`src/sv/vcsg_pkg.sv`:
```
// ----------------------------------------------------------------------------
// vcsg_pkg
// Shared types and codes of the velocity command safety gate.
// ----------------------------------------------------------------------------
package vcsg_pkg;

  localparam int TwistW = 16;
  localparam int AgeW   = 16;
  localparam int ModeW  = 8;
  localparam int TypeW  = 3;
  localparam int ActW   = 2;
  localparam int AddrW  = 4;
  localparam int DataW  = 32;

  localparam logic [AgeW-1:0] AgeMax = '1;

  localparam logic [AgeW-1:0] ModeFreshRst  = 16'd1000;
  localparam logic [AgeW-1:0] LimitFreshRst = 16'd1000;
  localparam logic [AgeW-1:0] ArmTimeoutRst = 16'd50000;

  typedef logic signed [TwistW-1:0] twist_t;

  typedef enum logic [TypeW-1:0] {
    REQ_TICK  = 3'd0,
    REQ_MODE  = 3'd1,
    REQ_ARM   = 3'd2,
    REQ_LIMIT = 3'd3,
    REQ_CMD   = 3'd4
  } req_type_t;

  localparam logic [ModeW-1:0] MODE_STOP = 8'd1;
  localparam logic [ModeW-1:0] MODE_AUTO = 8'd3;

  typedef enum logic [ActW-1:0] {
    ACT_PASS  = 2'd0,
    ACT_LIMIT = 2'd1,
    ACT_ZERO  = 2'd2
  } action_t;

  typedef enum logic [1:0] {
    REG_MODE_FRESH  = 2'd0,
    REG_LIMIT_FRESH = 2'd1,
    REG_ARM_TIMEOUT = 2'd2
  } reg_idx_t;

  typedef struct packed {
    twist_t  lin_x;
    twist_t  lin_y;
    twist_t  lin_z;
    twist_t  ang_x;
    twist_t  ang_y;
    twist_t  ang_z;
    action_t action;
  } result_t;

endpackage

```
`src/sv/vcsg_if.sv`:
```
// ----------------------------------------------------------------------------
// vcsg_req_if / vcsg_rsp_if
// Valid/ready channels for request items and gated command results.
// ----------------------------------------------------------------------------
interface vcsg_req_if;
  logic                               valid;
  logic                               ready;
  logic [vcsg_pkg::TypeW-1:0]         req_type;
  logic [vcsg_pkg::ModeW-1:0]         mode_code;
  logic                               arm_start;
  logic signed [vcsg_pkg::TwistW-1:0] lin_x;
  logic signed [vcsg_pkg::TwistW-1:0] lin_y;
  logic signed [vcsg_pkg::TwistW-1:0] lin_z;
  logic signed [vcsg_pkg::TwistW-1:0] ang_x;
  logic signed [vcsg_pkg::TwistW-1:0] ang_y;
  logic signed [vcsg_pkg::TwistW-1:0] ang_z;

  modport source (
    output valid, req_type, mode_code, arm_start, lin_x, lin_y, lin_z, ang_x, ang_y, ang_z,
    input  ready
  );
  modport sink (
    input  valid, req_type, mode_code, arm_start, lin_x, lin_y, lin_z, ang_x, ang_y, ang_z,
    output ready
  );
endinterface

interface vcsg_rsp_if;
  logic                               valid;
  logic                               ready;
  logic signed [vcsg_pkg::TwistW-1:0] out_lin_x;
  logic signed [vcsg_pkg::TwistW-1:0] out_lin_y;
  logic signed [vcsg_pkg::TwistW-1:0] out_lin_z;
  logic signed [vcsg_pkg::TwistW-1:0] out_ang_x;
  logic signed [vcsg_pkg::TwistW-1:0] out_ang_y;
  logic signed [vcsg_pkg::TwistW-1:0] out_ang_z;
  logic [vcsg_pkg::ActW-1:0]          gate_action;

  modport source (
    output valid, out_lin_x, out_lin_y, out_lin_z, out_ang_x, out_ang_y, out_ang_z,
           gate_action,
    input  ready
  );
  modport sink (
    input  valid, out_lin_x, out_lin_y, out_lin_z, out_ang_x, out_ang_y, out_ang_z,
           gate_action,
    output ready
  );
endinterface

```
`src/sv/velocity_command_safety_gate_top.sv`:
```
// ----------------------------------------------------------------------------
// velocity_command_safety_gate_top
// Gates six-axis Q3.12 velocity commands on mode, obstacle limit and arm state.
//
//   channel  dir  transfer carries
//   req      in   tick, mode, arm trigger, obstacle limit or velocity command
//   rsp      out  gated twist and gate action, one per velocity command
//   apb      in   three 16-bit threshold registers at 0x0, 0x4, 0x8
//
// one request per cycle while req.ready is high. the single compare-and-select
// stage registers each command result into the result register, or into a
// skid register that holds one result while rsp stalls; req.ready drops only
// when both result register and skid register are full. synchronous reset
// restores thresholds, clears gate state and saturates mode and limit ages.
// ----------------------------------------------------------------------------
module velocity_command_safety_gate_top (
  input  logic                        clk,
  input  logic                        rst,
  vcsg_req_if.sink                    req,
  vcsg_rsp_if.source                  rsp,
  input  logic                        psel,
  input  logic                        penable,
  input  logic                        pwrite,
  input  logic [vcsg_pkg::AddrW-1:0]  paddr,
  input  logic [vcsg_pkg::DataW-1:0]  pwdata,
  output logic [vcsg_pkg::DataW-1:0]  prdata,
  output logic                        pready
);
  import vcsg_pkg::*;

  logic [AgeW-1:0]  mode_fresh_ticks;
  logic [AgeW-1:0]  limit_fresh_ticks;
  logic [AgeW-1:0]  arm_timeout_ticks;

  logic [ModeW-1:0] mode_reg;
  logic [AgeW-1:0]  mode_age;
  logic             limit_valid;
  logic [AgeW-1:0]  limit_age;
  twist_t           limit_twist [6];
  logic             arm_busy;
  logic [AgeW-1:0]  arm_age;

  result_t          out_res;
  logic             out_valid;
  result_t          skid_res;
  logic             skid_valid;

  logic             in_fire;
  logic             out_fire;
  logic             cmd_fire;
  logic             cfg_wr;
  logic [1:0]       reg_sel;
  logic             mode_fresh;
  logic             is_auto;
  logic             limit_ok;
  logic [TwistW:0]  mag;
  logic             over_limit;
  twist_t           neg_limit;
  result_t          res;
  logic             arm_busy_next;

  // apb
  assign pready  = 1'b1;
  assign cfg_wr  = psel && penable && pwrite;
  assign reg_sel = paddr[3:2];

  always_comb begin
    prdata = '0;
    if (paddr[1:0] == 2'b00) begin
      unique case (reg_sel)
        REG_MODE_FRESH:  prdata = {{(DataW-AgeW){1'b0}}, mode_fresh_ticks};
        REG_LIMIT_FRESH: prdata = {{(DataW-AgeW){1'b0}}, limit_fresh_ticks};
        REG_ARM_TIMEOUT: prdata = {{(DataW-AgeW){1'b0}}, arm_timeout_ticks};
        default:         prdata = '0;
      endcase
    end
  end

  always_ff @(posedge clk) begin
    if (rst) begin
      mode_fresh_ticks  <= ModeFreshRst;
      limit_fresh_ticks <= LimitFreshRst;
      arm_timeout_ticks <= ArmTimeoutRst;
    end else if (cfg_wr && paddr[1:0] == 2'b00) begin
      unique case (reg_sel)
        REG_MODE_FRESH:  mode_fresh_ticks  <= pwdata[AgeW-1:0];
        REG_LIMIT_FRESH: limit_fresh_ticks <= pwdata[AgeW-1:0];
        REG_ARM_TIMEOUT: arm_timeout_ticks <= pwdata[AgeW-1:0];
        default: ;
      endcase
    end
  end

  // handshakes
  assign req.ready = !skid_valid;
  assign in_fire   = req.valid && req.ready;
  assign out_fire  = out_valid && rsp.ready;
  assign cmd_fire  = in_fire && (req.req_type == REQ_CMD);

  // gating
  assign mode_fresh = mode_age < mode_fresh_ticks;
  assign is_auto    = mode_reg == MODE_AUTO;
  assign limit_ok   = limit_valid && (limit_age < limit_fresh_ticks);
  assign mag        = req.lin_x[TwistW-1] ? (TwistW+1)'(-$signed({req.lin_x[TwistW-1], req.lin_x}))
                                          : {1'b0, req.lin_x};
  assign over_limit = limit_twist[0][TwistW-1] || (mag > {1'b0, limit_twist[0]});
  assign neg_limit  = (limit_twist[0] == {1'b1, {(TwistW-1){1'b0}}})
                      ? {1'b0, {(TwistW-1){1'b1}}} : -limit_twist[0];

  always_comb begin
    res.lin_x     = req.lin_x;
    res.lin_y     = req.lin_y;
    res.lin_z     = req.lin_z;
    res.ang_x     = req.ang_x;
    res.ang_y     = req.ang_y;
    res.ang_z     = req.ang_z;
    res.action    = ACT_PASS;
    arm_busy_next = arm_busy;
    if (mode_fresh) begin
      if (is_auto && limit_ok && over_limit) begin
        res.lin_x  = req.lin_x[TwistW-1] ? neg_limit : limit_twist[0];
        res.lin_y  = limit_twist[1];
        res.lin_z  = limit_twist[2];
        res.ang_x  = limit_twist[3];
        res.ang_y  = limit_twist[4];
        res.ang_z  = limit_twist[5];
        res.action = ACT_LIMIT;
      end
      if ((mode_reg == MODE_STOP) || (is_auto && arm_busy)) begin
        res.lin_x  = '0;
        res.lin_y  = '0;
        res.lin_z  = '0;
        res.ang_x  = '0;
        res.ang_y  = '0;
        res.ang_z  = '0;
        res.action = ACT_ZERO;
      end
      if (is_auto) begin
        if (arm_busy && (arm_age > arm_timeout_ticks)) begin
          arm_busy_next = 1'b0;
        end
      end else begin
        arm_busy_next = 1'b0;
      end
    end
  end

  // gate state
  always_ff @(posedge clk) begin
    if (rst) begin
      mode_reg    <= '0;
      mode_age    <= AgeMax;
      limit_valid <= 1'b0;
      limit_age   <= AgeMax;
      for (int i = 0; i < 6; i++) limit_twist[i] <= '0;
      arm_busy    <= 1'b0;
      arm_age     <= '0;
    end else if (in_fire) begin
      case (req.req_type)
        REQ_TICK: begin
          if (mode_age != AgeMax) mode_age <= mode_age + 1'b1;
          if (limit_age != AgeMax) limit_age <= limit_age + 1'b1;
          if (arm_age != AgeMax) arm_age <= arm_age + 1'b1;
        end
        REQ_MODE: begin
          mode_reg <= req.mode_code;
          mode_age <= '0;
        end
        REQ_ARM: begin
          arm_busy <= req.arm_start;
          if (req.arm_start) arm_age <= '0;
        end
        REQ_LIMIT: begin
          limit_twist[0] <= req.lin_x;
          limit_twist[1] <= req.lin_y;
          limit_twist[2] <= req.lin_z;
          limit_twist[3] <= req.ang_x;
          limit_twist[4] <= req.ang_y;
          limit_twist[5] <= req.ang_z;
          limit_valid    <= 1'b1;
          limit_age      <= '0;
        end
        REQ_CMD: begin
          arm_busy <= arm_busy_next;
        end
        default: ;
      endcase
    end
  end

  // result register and skid
  always_ff @(posedge clk) begin
    if (rst) begin
      out_valid  <= 1'b0;
      skid_valid <= 1'b0;
    end else if (skid_valid) begin
      if (out_fire) begin
        out_res    <= skid_res;
        skid_valid <= 1'b0;
      end
    end else if (cmd_fire) begin
      if (!out_valid || out_fire) begin
        out_res   <= res;
        out_valid <= 1'b1;
      end else begin
        skid_res   <= res;
        skid_valid <= 1'b1;
      end
    end else if (out_fire) begin
      out_valid <= 1'b0;
    end
  end

  assign rsp.valid       = out_valid;
  assign rsp.out_lin_x   = out_res.lin_x;
  assign rsp.out_lin_y   = out_res.lin_y;
  assign rsp.out_lin_z   = out_res.lin_z;
  assign rsp.out_ang_x   = out_res.ang_x;
  assign rsp.out_ang_y   = out_res.ang_y;
  assign rsp.out_ang_z   = out_res.ang_z;
  assign rsp.gate_action = out_res.action;

endmodule

```
`src/flat_wrapper.sv`:
```
// flat-port wrapper written by rule: the top's interface ports become plain ports
module velocity_command_safety_gate_top_flat import vcsg_pkg::*;
  (clk, rst, psel, penable, pwrite, paddr, pwdata, prdata, pready, req_valid, req_req_type, req_mode_code, req_arm_start, req_lin_x, req_lin_y, req_lin_z, req_ang_x, req_ang_y, req_ang_z, req_ready, rsp_valid, rsp_out_lin_x, rsp_out_lin_y, rsp_out_lin_z, rsp_out_ang_x, rsp_out_ang_y, rsp_out_ang_z, rsp_gate_action, rsp_ready);
  vcsg_req_if req_i ();
  vcsg_rsp_if rsp_i ();
  input  logic clk;
  input  logic rst;
  input  logic psel;
  input  logic penable;
  input  logic pwrite;
  input  logic [vcsg_pkg::AddrW-1:0] paddr;
  input  logic [vcsg_pkg::DataW-1:0] pwdata;
  output logic [vcsg_pkg::DataW-1:0] prdata;
  output logic pready;
  input wire logic [$bits(req_i.valid)-1:0] req_valid;
  input wire logic [$bits(req_i.req_type)-1:0] req_req_type;
  input wire logic [$bits(req_i.mode_code)-1:0] req_mode_code;
  input wire logic [$bits(req_i.arm_start)-1:0] req_arm_start;
  input wire logic [$bits(req_i.lin_x)-1:0] req_lin_x;
  input wire logic [$bits(req_i.lin_y)-1:0] req_lin_y;
  input wire logic [$bits(req_i.lin_z)-1:0] req_lin_z;
  input wire logic [$bits(req_i.ang_x)-1:0] req_ang_x;
  input wire logic [$bits(req_i.ang_y)-1:0] req_ang_y;
  input wire logic [$bits(req_i.ang_z)-1:0] req_ang_z;
  output wire logic [$bits(req_i.ready)-1:0] req_ready;
  output wire logic [$bits(rsp_i.valid)-1:0] rsp_valid;
  output wire logic [$bits(rsp_i.out_lin_x)-1:0] rsp_out_lin_x;
  output wire logic [$bits(rsp_i.out_lin_y)-1:0] rsp_out_lin_y;
  output wire logic [$bits(rsp_i.out_lin_z)-1:0] rsp_out_lin_z;
  output wire logic [$bits(rsp_i.out_ang_x)-1:0] rsp_out_ang_x;
  output wire logic [$bits(rsp_i.out_ang_y)-1:0] rsp_out_ang_y;
  output wire logic [$bits(rsp_i.out_ang_z)-1:0] rsp_out_ang_z;
  output wire logic [$bits(rsp_i.gate_action)-1:0] rsp_gate_action;
  input wire logic [$bits(rsp_i.ready)-1:0] rsp_ready;
  assign req_i.valid = req_valid;
  assign req_i.req_type = req_req_type;
  assign req_i.mode_code = req_mode_code;
  assign req_i.arm_start = req_arm_start;
  assign req_i.lin_x = req_lin_x;
  assign req_i.lin_y = req_lin_y;
  assign req_i.lin_z = req_lin_z;
  assign req_i.ang_x = req_ang_x;
  assign req_i.ang_y = req_ang_y;
  assign req_i.ang_z = req_ang_z;
  assign req_ready = req_i.ready;
  assign rsp_valid = rsp_i.valid;
  assign rsp_out_lin_x = rsp_i.out_lin_x;
  assign rsp_out_lin_y = rsp_i.out_lin_y;
  assign rsp_out_lin_z = rsp_i.out_lin_z;
  assign rsp_out_ang_x = rsp_i.out_ang_x;
  assign rsp_out_ang_y = rsp_i.out_ang_y;
  assign rsp_out_ang_z = rsp_i.out_ang_z;
  assign rsp_gate_action = rsp_i.gate_action;
  assign rsp_i.ready = rsp_ready;
  velocity_command_safety_gate_top u_core (.clk(clk), .rst(rst), .req(req_i), .rsp(rsp_i), .psel(psel), .penable(penable), .pwrite(pwrite), .paddr(paddr), .pwdata(pwdata), .prdata(prdata), .pready(pready));
endmodule
```
`config.mk`:
```
export PLATFORM = sky130hd
export DESIGN_NAME = velocity_command_safety_gate_top_flat
export DESIGN_NICKNAME = d
export VERILOG_FILES = /design/src/sv/vcsg_pkg.sv /design/src/sv/vcsg_if.sv /design/src/sv/velocity_command_safety_gate_top.sv /design/src/flat_wrapper.sv
export SDC_FILE = /design/constraint.sdc
export NUM_CORES = 1
export LEC_CHECK = 0
export ABC_CLOCK_PERIOD_IN_PS = 24600
export BUFFER_PORTS_ARGS = -buffer_cell sky130_fd_sc_hd__buf_4
export CORE_MARGIN = 2
export CORE_UTILIZATION = 50
export CTS_CLUSTER_DIAMETER = 80
export DETAILED_ROUTE_END_ITERATION = 6
export HOLD_SLACK_MARGIN = 0.08
export PLACE_DENSITY = 0.71
export SLEW_MARGIN = 20
export SYNTH_ARGS = -nofsm -noshare
export SYNTH_HDL_FRONTEND = slang
export SYNTH_SLANG_ARGS = --single-unit
```
`constraint.sdc`:
```
create_clock -name clk -period 24.6 [get_ports clk]
set_input_delay 0 -clock clk [delete_from_list [all_inputs] [get_ports clk]]
set_output_delay 0 -clock clk [all_outputs]
set_load 0.02 [all_outputs]
```
# ---- Yosys cells after proc, flatten, opt, wreduce, memory -nomap -nowiden
# Memories as Yosys holds them, arrays and structs flattened.
# Index checks and enable logic that the tools add are counted.
# Widths: inputs -> output; s select.
dict set report word_totals {
  in_bits 151
  out_inout_bits 133
  reg_bits 304
  wordCells 144
  n_memories 1
  ramBits 96
}
dict set report classes {
  eq_ne 20
  n_reduce_logical 38
  bitwise_logic 9
  order_cmp 4
  n_addsub 5
  muxes 42
}
# name depth width rd rd_clocked_by_memory_dff wr line_no
set mem_list {}
lappend mem_list {u_core.limit_twist 6 16 6 0 6 velocity_command_safety_gate_top.sv:39} ;# twist_t limit_twist [6];
# op n
set op_table {}
lappend op_table {{$mux 98} 7}
lappend op_table {{$mux 16} 12}
lappend op_table {{$pmux 16 s2} 3}
lappend op_table {{$add 16x1->16 const B} 3}
lappend op_table {{$ne 16x16->1 const B} 3}
lappend op_table {{$pmux 16 s3} 1}
lappend op_table {{$lt 16x16->1} 2}
lappend op_table {{$mux 32} 1}
lappend op_table {{$gt 17x16->1} 1}
lappend op_table {{$mux 17} 1}
lappend op_table {{$neg 16->17} 1}
lappend op_table {{$eq 16x16->1 const B} 1}
lappend op_table {{$gt 16x16->1} 1}
lappend op_table {{$mux 1} 16}
lappend op_table {{$neg 16->16} 1}
lappend op_table {{$reduce_and 4->1} 4}
lappend op_table {{$reduce_bool 2->1} 7}
lappend op_table {{$logic_and 1x1->1} 11}
lappend op_table {{$reduce_and 2->1} 5}
lappend op_table {{$reduce_and 3->1} 3}
lappend op_table {{$eq 8x1->1 const B} 1}
lappend op_table {{$eq 8x2->1 const B} 1}
lappend op_table {{$ne 2x1->1 const B} 4}
lappend op_table {{$eq 3x2->1 const B} 2}
lappend op_table {{other kinds (13)} 26}

# ---- Longest topological paths before layout
dict set report depth {
  ltp_word 11
  mapped_depth 17
  mapped_depth_nobuf 14
}

# ---- Worst setup path before layout
# OpenSTA, ideal clock, no wires.
dict set report synth_timing {
  path_type {flip-flop to flip-flop}
  start {register u_core.skid_valid}
  end {register u_core.skid_res[0] (netlist name), enable pin}
  setup_slack_ns 12.956
  setup_ns 0.831
  period_less_slack_ns 11.644
  t_arrival_ns 10.813
  stages_incl_launch_ff 5
  t_required_ns 23.769
  path_buffers 1
  cell_sequence {dfxtp_1 buf_2 nor2b_1 nand3_1 nor4b_1}
}
dict set report synth_via {
  elab_chain_len 4
  elab_cells_between_ends 5
  classes_between {bitwise: 1; reduce/logical: 4}
}
# item line_no
set synth_lines {}
lappend synth_lines {{start, declared} velocity_command_safety_gate_top.sv:46} ;# logic skid_valid;
lappend synth_lines {{start signal, assigned} velocity_command_safety_gate_top.sv:195} ;# skid_valid <= 1'b0;
lappend synth_lines {{start signal, assigned} velocity_command_safety_gate_top.sv:199} ;# skid_valid <= 1'b0;
lappend synth_lines {{start signal, assigned} velocity_command_safety_gate_top.sv:207} ;# skid_valid <= 1'b1;
lappend synth_lines {{$logic_not 1->1} velocity_command_safety_gate_top.sv:95} ;# assign req.ready = !skid_valid;
lappend synth_lines {{$logic_and 1x1->1} velocity_command_safety_gate_top.sv:96} ;# assign in_fire = req.valid && req.ready;
lappend synth_lines {{$logic_and 1x1->1} velocity_command_safety_gate_top.sv:98} ;# assign cmd_fire = in_fire && (req.req_type == REQ_CMD);
lappend synth_lines {{$reduce_and 4->1 (no line) *} n/a}
lappend synth_lines {{end signal, assigned} velocity_command_safety_gate_top.sv:206} ;# skid_res <= res;
lappend synth_lines {{end, declared} velocity_command_safety_gate_top.sv:45} ;# result_t skid_res;
# Every way passes the cells marked *; elsewhere a longest branch is shown, timed or not.
# A chain may end at the register's enable or synchronous reset.

# ---- Worst setup path in the final report
dict set report layout_timing {
  start {input port req_lin_x[4]}
  end {register u_core.out_res (netlist bit u_core.rsp.out_ang_x[11]) (data pin)}
}
dict set report layout_via {
  elab_chain_len 11
}
# item line_no
set layout_lines {}
lappend layout_lines {{start, declared} flat_wrapper.sv:19} ;# input wire logic [$bits(req_i.lin_x)-1:0] req_lin_x;
lappend layout_lines {{$neg 16->17} velocity_command_safety_gate_top.sv:104} ;# assign mag = req.lin_x[TwistW-1] ? (TwistW+1)'(-$signed({req.lin_x[TwistW-1], req.lin_x}))
lappend layout_lines {{$mux 17 *} velocity_command_safety_gate_top.sv:104}
lappend layout_lines {{$gt 17x16->1 *} velocity_command_safety_gate_top.sv:106} ;# assign over_limit = limit_twist[0][TwistW-1] || (mag > {1'b0, limit_twist[0]});
lappend layout_lines {{$logic_or 1x1->1 *} velocity_command_safety_gate_top.sv:106}
lappend layout_lines {{$logic_and 1x1->1 *} velocity_command_safety_gate_top.sv:120} ;# if (is_auto && limit_ok && over_limit) begin
lappend layout_lines {{$mux 98 *} velocity_command_safety_gate_top.sv:120}
lappend layout_lines {{$mux 98 *} velocity_command_safety_gate_top.sv:129} ;# if ((mode_reg == MODE_STOP) || (is_auto && arm_busy)) begin
lappend layout_lines {{$mux 98 *} velocity_command_safety_gate_top.sv:119} ;# if (mode_fresh) begin
lappend layout_lines {{$mux 98 *} velocity_command_safety_gate_top.sv:202} ;# if (!out_valid || out_fire) begin
lappend layout_lines {{$mux 98 *} velocity_command_safety_gate_top.sv:201} ;# end else if (cmd_fire) begin
lappend layout_lines {{$mux 98 *} velocity_command_safety_gate_top.sv:196} ;# end else if (skid_valid) begin
lappend layout_lines {{end signal, assigned} velocity_command_safety_gate_top.sv:198} ;# out_res <= skid_res;
lappend layout_lines {{end signal, assigned} velocity_command_safety_gate_top.sv:203} ;# out_res <= res;
lappend layout_lines {{end, declared} velocity_command_safety_gate_top.sv:43} ;# result_t out_res;
# Every way passes the cells marked *; elsewhere a longest branch is shown, timed or not. The select of a mux whose other input is x is not followed.

==> reports/results.ini <==
[die]
fp.coreArea_sq_um = 37800
die_y_um = 201
num_rows = 71
die_area_sq_um = 40200
start_util = 0.510
io_pins = 284
die_w_um = 201

[worst_setup_path]
crit_chain = dlygate4sd3_1 > buf_4 > nor4_1 > nand2b_1 > nor2_1 > nand2_1 > o41ai_1 > xnor2_1 > ha_1 > nand3_1 > nor2_1 > a2111oi_0 > nand3b_1 > nand4_1 > buf_4 > buf_4 > mux2i_1 > o21ai_1
slowest_stage = buf_4
cp.arrival_ns = 5.77
path_max_fanout = 55
crit_top_cell = buf_4
end_kind = flip-flop
start_kind = input port
r2r_slack_ns = 20.08
cp_slowest_stage_delay_ns = 0.78
cp.required_ns = 24.90
crit_type = in -> reg

[sta]
timing.final.crit_share = 0.223
tightest_slew_ns = 1.11
skew_ns = 0.0301
setup_viol = 0
final_max_slew_viol_count = 0
rsz0062_at_grt = false
timing.slew.headroom = 0.263
finalCriticalPeriod_ns = 5.48
max_freq_mhz = 183
tns_ns = 0
hold_ws_ns = 0.110
hold_viol = 0

[outcome]
status = complete, no violations

[global_routing]
grt_pass1_vias = 14585
grt_overflow = 0
antenna_found_initial = 1
grt_usage = 0.242
grt_max_degree = 95
grt_pass1_wl_um = 78600

[cts]
cts_made_buffers = 42
root_buffer = clkbuf_16
cts_resized = 0
clockBufferDepth = 3
postCtsHoldBufs = 142
clk_pin_slew_ns = 0.06
clkLatencyLatePin_ns = 0.58
post_cts_buffers = 0
h-tree-depth = 2
cts_sinks = 400
cts_tree = built

[synth]
synth_area_sq_um = 19300
synthArstFlopShare = 0
ys_seq_area_frac = 0.566
synth-seq-cells = 400
ys.flop_type = edfxtp_1
syn_avg_cell_area_sq_um = 10.6
synth_cell_type_count = 71
synth_edf_count = 292
yosysWarnings = 0
syn_inst = 1821

[placed_design]
gp_congestion = 0.878
placement.io_buffers = 250
placed_cells = 2497
placed_area_sq_um = 21500
dp_hpwl_um = 31600

[cells_and_area]
reg.largest.list = u_core.skid_res x98, u_core.limit_twist x96
seq_area_sq_um = 10900
stdcell_count = 2718
final_cell_mix = edfxtp_1, buf_4, nand2_1
mostFrequentLayoutCell = edfxtp_1
largest_register_ffs = 98
stdcell_area_sq_um = 24300
final_nets = 2390
final_layout_size_suffix_gt1_frac = 0.162
post-route-util = 0.642
regMostFlops = u_core.skid_res
fill_cells = 3048
multi_input_area_sq_um = 7620
syn2layout_area_growth_pct = 25.8

[power_and_ir_drop]
power.leakage_nw = 9.79
max-vdd-ir-drop_v = 0.0000491
powerDensity_nw_per_um2 = 63.1

[route]
drt-initial-drc-count = 1096
vias = 14931
avgRoutedWirePerCell_um = 18.2
routed_wl_um = 49500
via_per_inst = 5.49
drc_errors = 0
antenna_left = 0
first_pass_iters = 6

[hold_path]
hp-class = in -> reg

[run]
cap_violations = 0

## cell families after synthesis
kind of cell | count (synthesis) | synth area share
AOI/OAI and AO/OA | 326 | 0.100
xor gates and xnor gates | 52 | 0.0236
adders and majority gates | 67 | 0.0434
buffers and inverters | 190 | 0.0445
DFF | 400 | 0.566
muxes | 100 | 0.0520
other | 2 | 0.000389
and+or+nand+nor | 684 | 0.170
## synth_stat cells (3+ instances only)
cell       count  area share
buf_4         21      0.0082
xor2_1        29       0.013
nor4_1         6      0.0019
nand3b_1       5      0.0019
o41ai_1        5      0.0023
a31oi_1       16      0.0052
buf_2         11      0.0029
edfxtp_1     292        0.45
a21o_1         6      0.0023
xnor2_1       23       0.010
a211oi_1       4      0.0016
o21ai_1      101       0.026
o21ai_0       44       0.011
nand2b_1      14      0.0045
and2_1       100       0.032
or2_2          3     0.00097
nand3_1       42       0.011
inv_1         72       0.014
nor2_1       161       0.031
o31ai_1        6      0.0023
buf_6          7      0.0041
o2111ai_1      4      0.0018
nor3_1        15      0.0039
or4_1          3      0.0012
dfxtp_1      108        0.11
a221oi_1       3      0.0014
o2bb2ai_1      4      0.0018
buf_1          6      0.0012
ha_1          67       0.043
a21oi_1       86       0.022
nand2_1      245       0.048
nand4_1       31       0.010
o211ai_1      22      0.0086
or3_1         11      0.0036
clkbuf_1      71       0.014
mux2i_1       98       0.051
nor2b_1       12      0.0039
and4_1         9      0.0041
and3_1        11      0.0036
## per-stage QoR
| step | total power [mW] | setup WS [ns] |
|---|---|---|
| 6_report | 1.53 | 19.12 |
| 3_5_place_dp | 0.882 | 19.27 |
| 2_1_floorplan | 0.839 | 12.96 |
| 3_3_place_gp | 0.878 | 19.33 |
| 5_1_grt | 1.59 | 18.85 |
| 4_1_cts | 1.55 | 19.27 |
## critical path: cells and delay by family
family / cells / cell delay (ns)
adders and majority gates: 1 / 0.26
buffers and inverters: 4 / 2.16
xor gates and xnor gates: 1 / 0.17
AOI/OAI and AO/OA: 3 / 0.99
muxes: 1 / 0.39
and+or+nand+nor: 8 / 1.65
## area by class of cell
cell class              count  share of cell area
well taps                 511              0.0263
repair buffers            408               0.141
clock inverters            26              0.0125
flip-flops and latches    400               0.450
diodes                      1            0.000103
clock buffers              52              0.0452
multi-input cells        1246               0.314
inverters                  74              0.0114
## layer usage
| metal | up-vias | share of wire | wire, um | GRT usage |
|---|---|---|---|---|
| met5 | - | 0 | 0 | 0 |
| met4 | 0 | 0.028 | 1390 | 0.0780 |
| met3 | 100 | 0.061 | 3000 | 0.0390 |
| met2 | 453 | 0.48 | 23900 | 0.406 |
| met1 | 7219 | 0.43 | 21200 | 0.322 |
| li1 | 7159 | - | - | - |
## worst paths after layout
path,start,to,cells after the start
hold reg to reg,u_core.mode_fresh_ticks[13],u_core.mode_fresh_ticks[13],2
setup reg to reg,u_core.limit_twist[0][8],u_core.rsp.out_ang_x[11],11
hold / removal,paddr[3],u_core.mode_fresh_ticks[11],5
setup / recovery,req_lin_x[4],u_core.rsp.out_ang_x[11],18
## power by group
group | total, mW | leakage [nW] | switching [mW] | internal, mW
clock | 0.646 | 0.671 | 0.272 | 0.374
sequential | 0.750 | 3.64 | 0.0116 | 0.738
combinational | 0.137 | 5.48 | 0.0744 | 0.0630
total | 1.53 | 9.79 | 0.358 | 1.18
(Power assumes the default switching activity.)
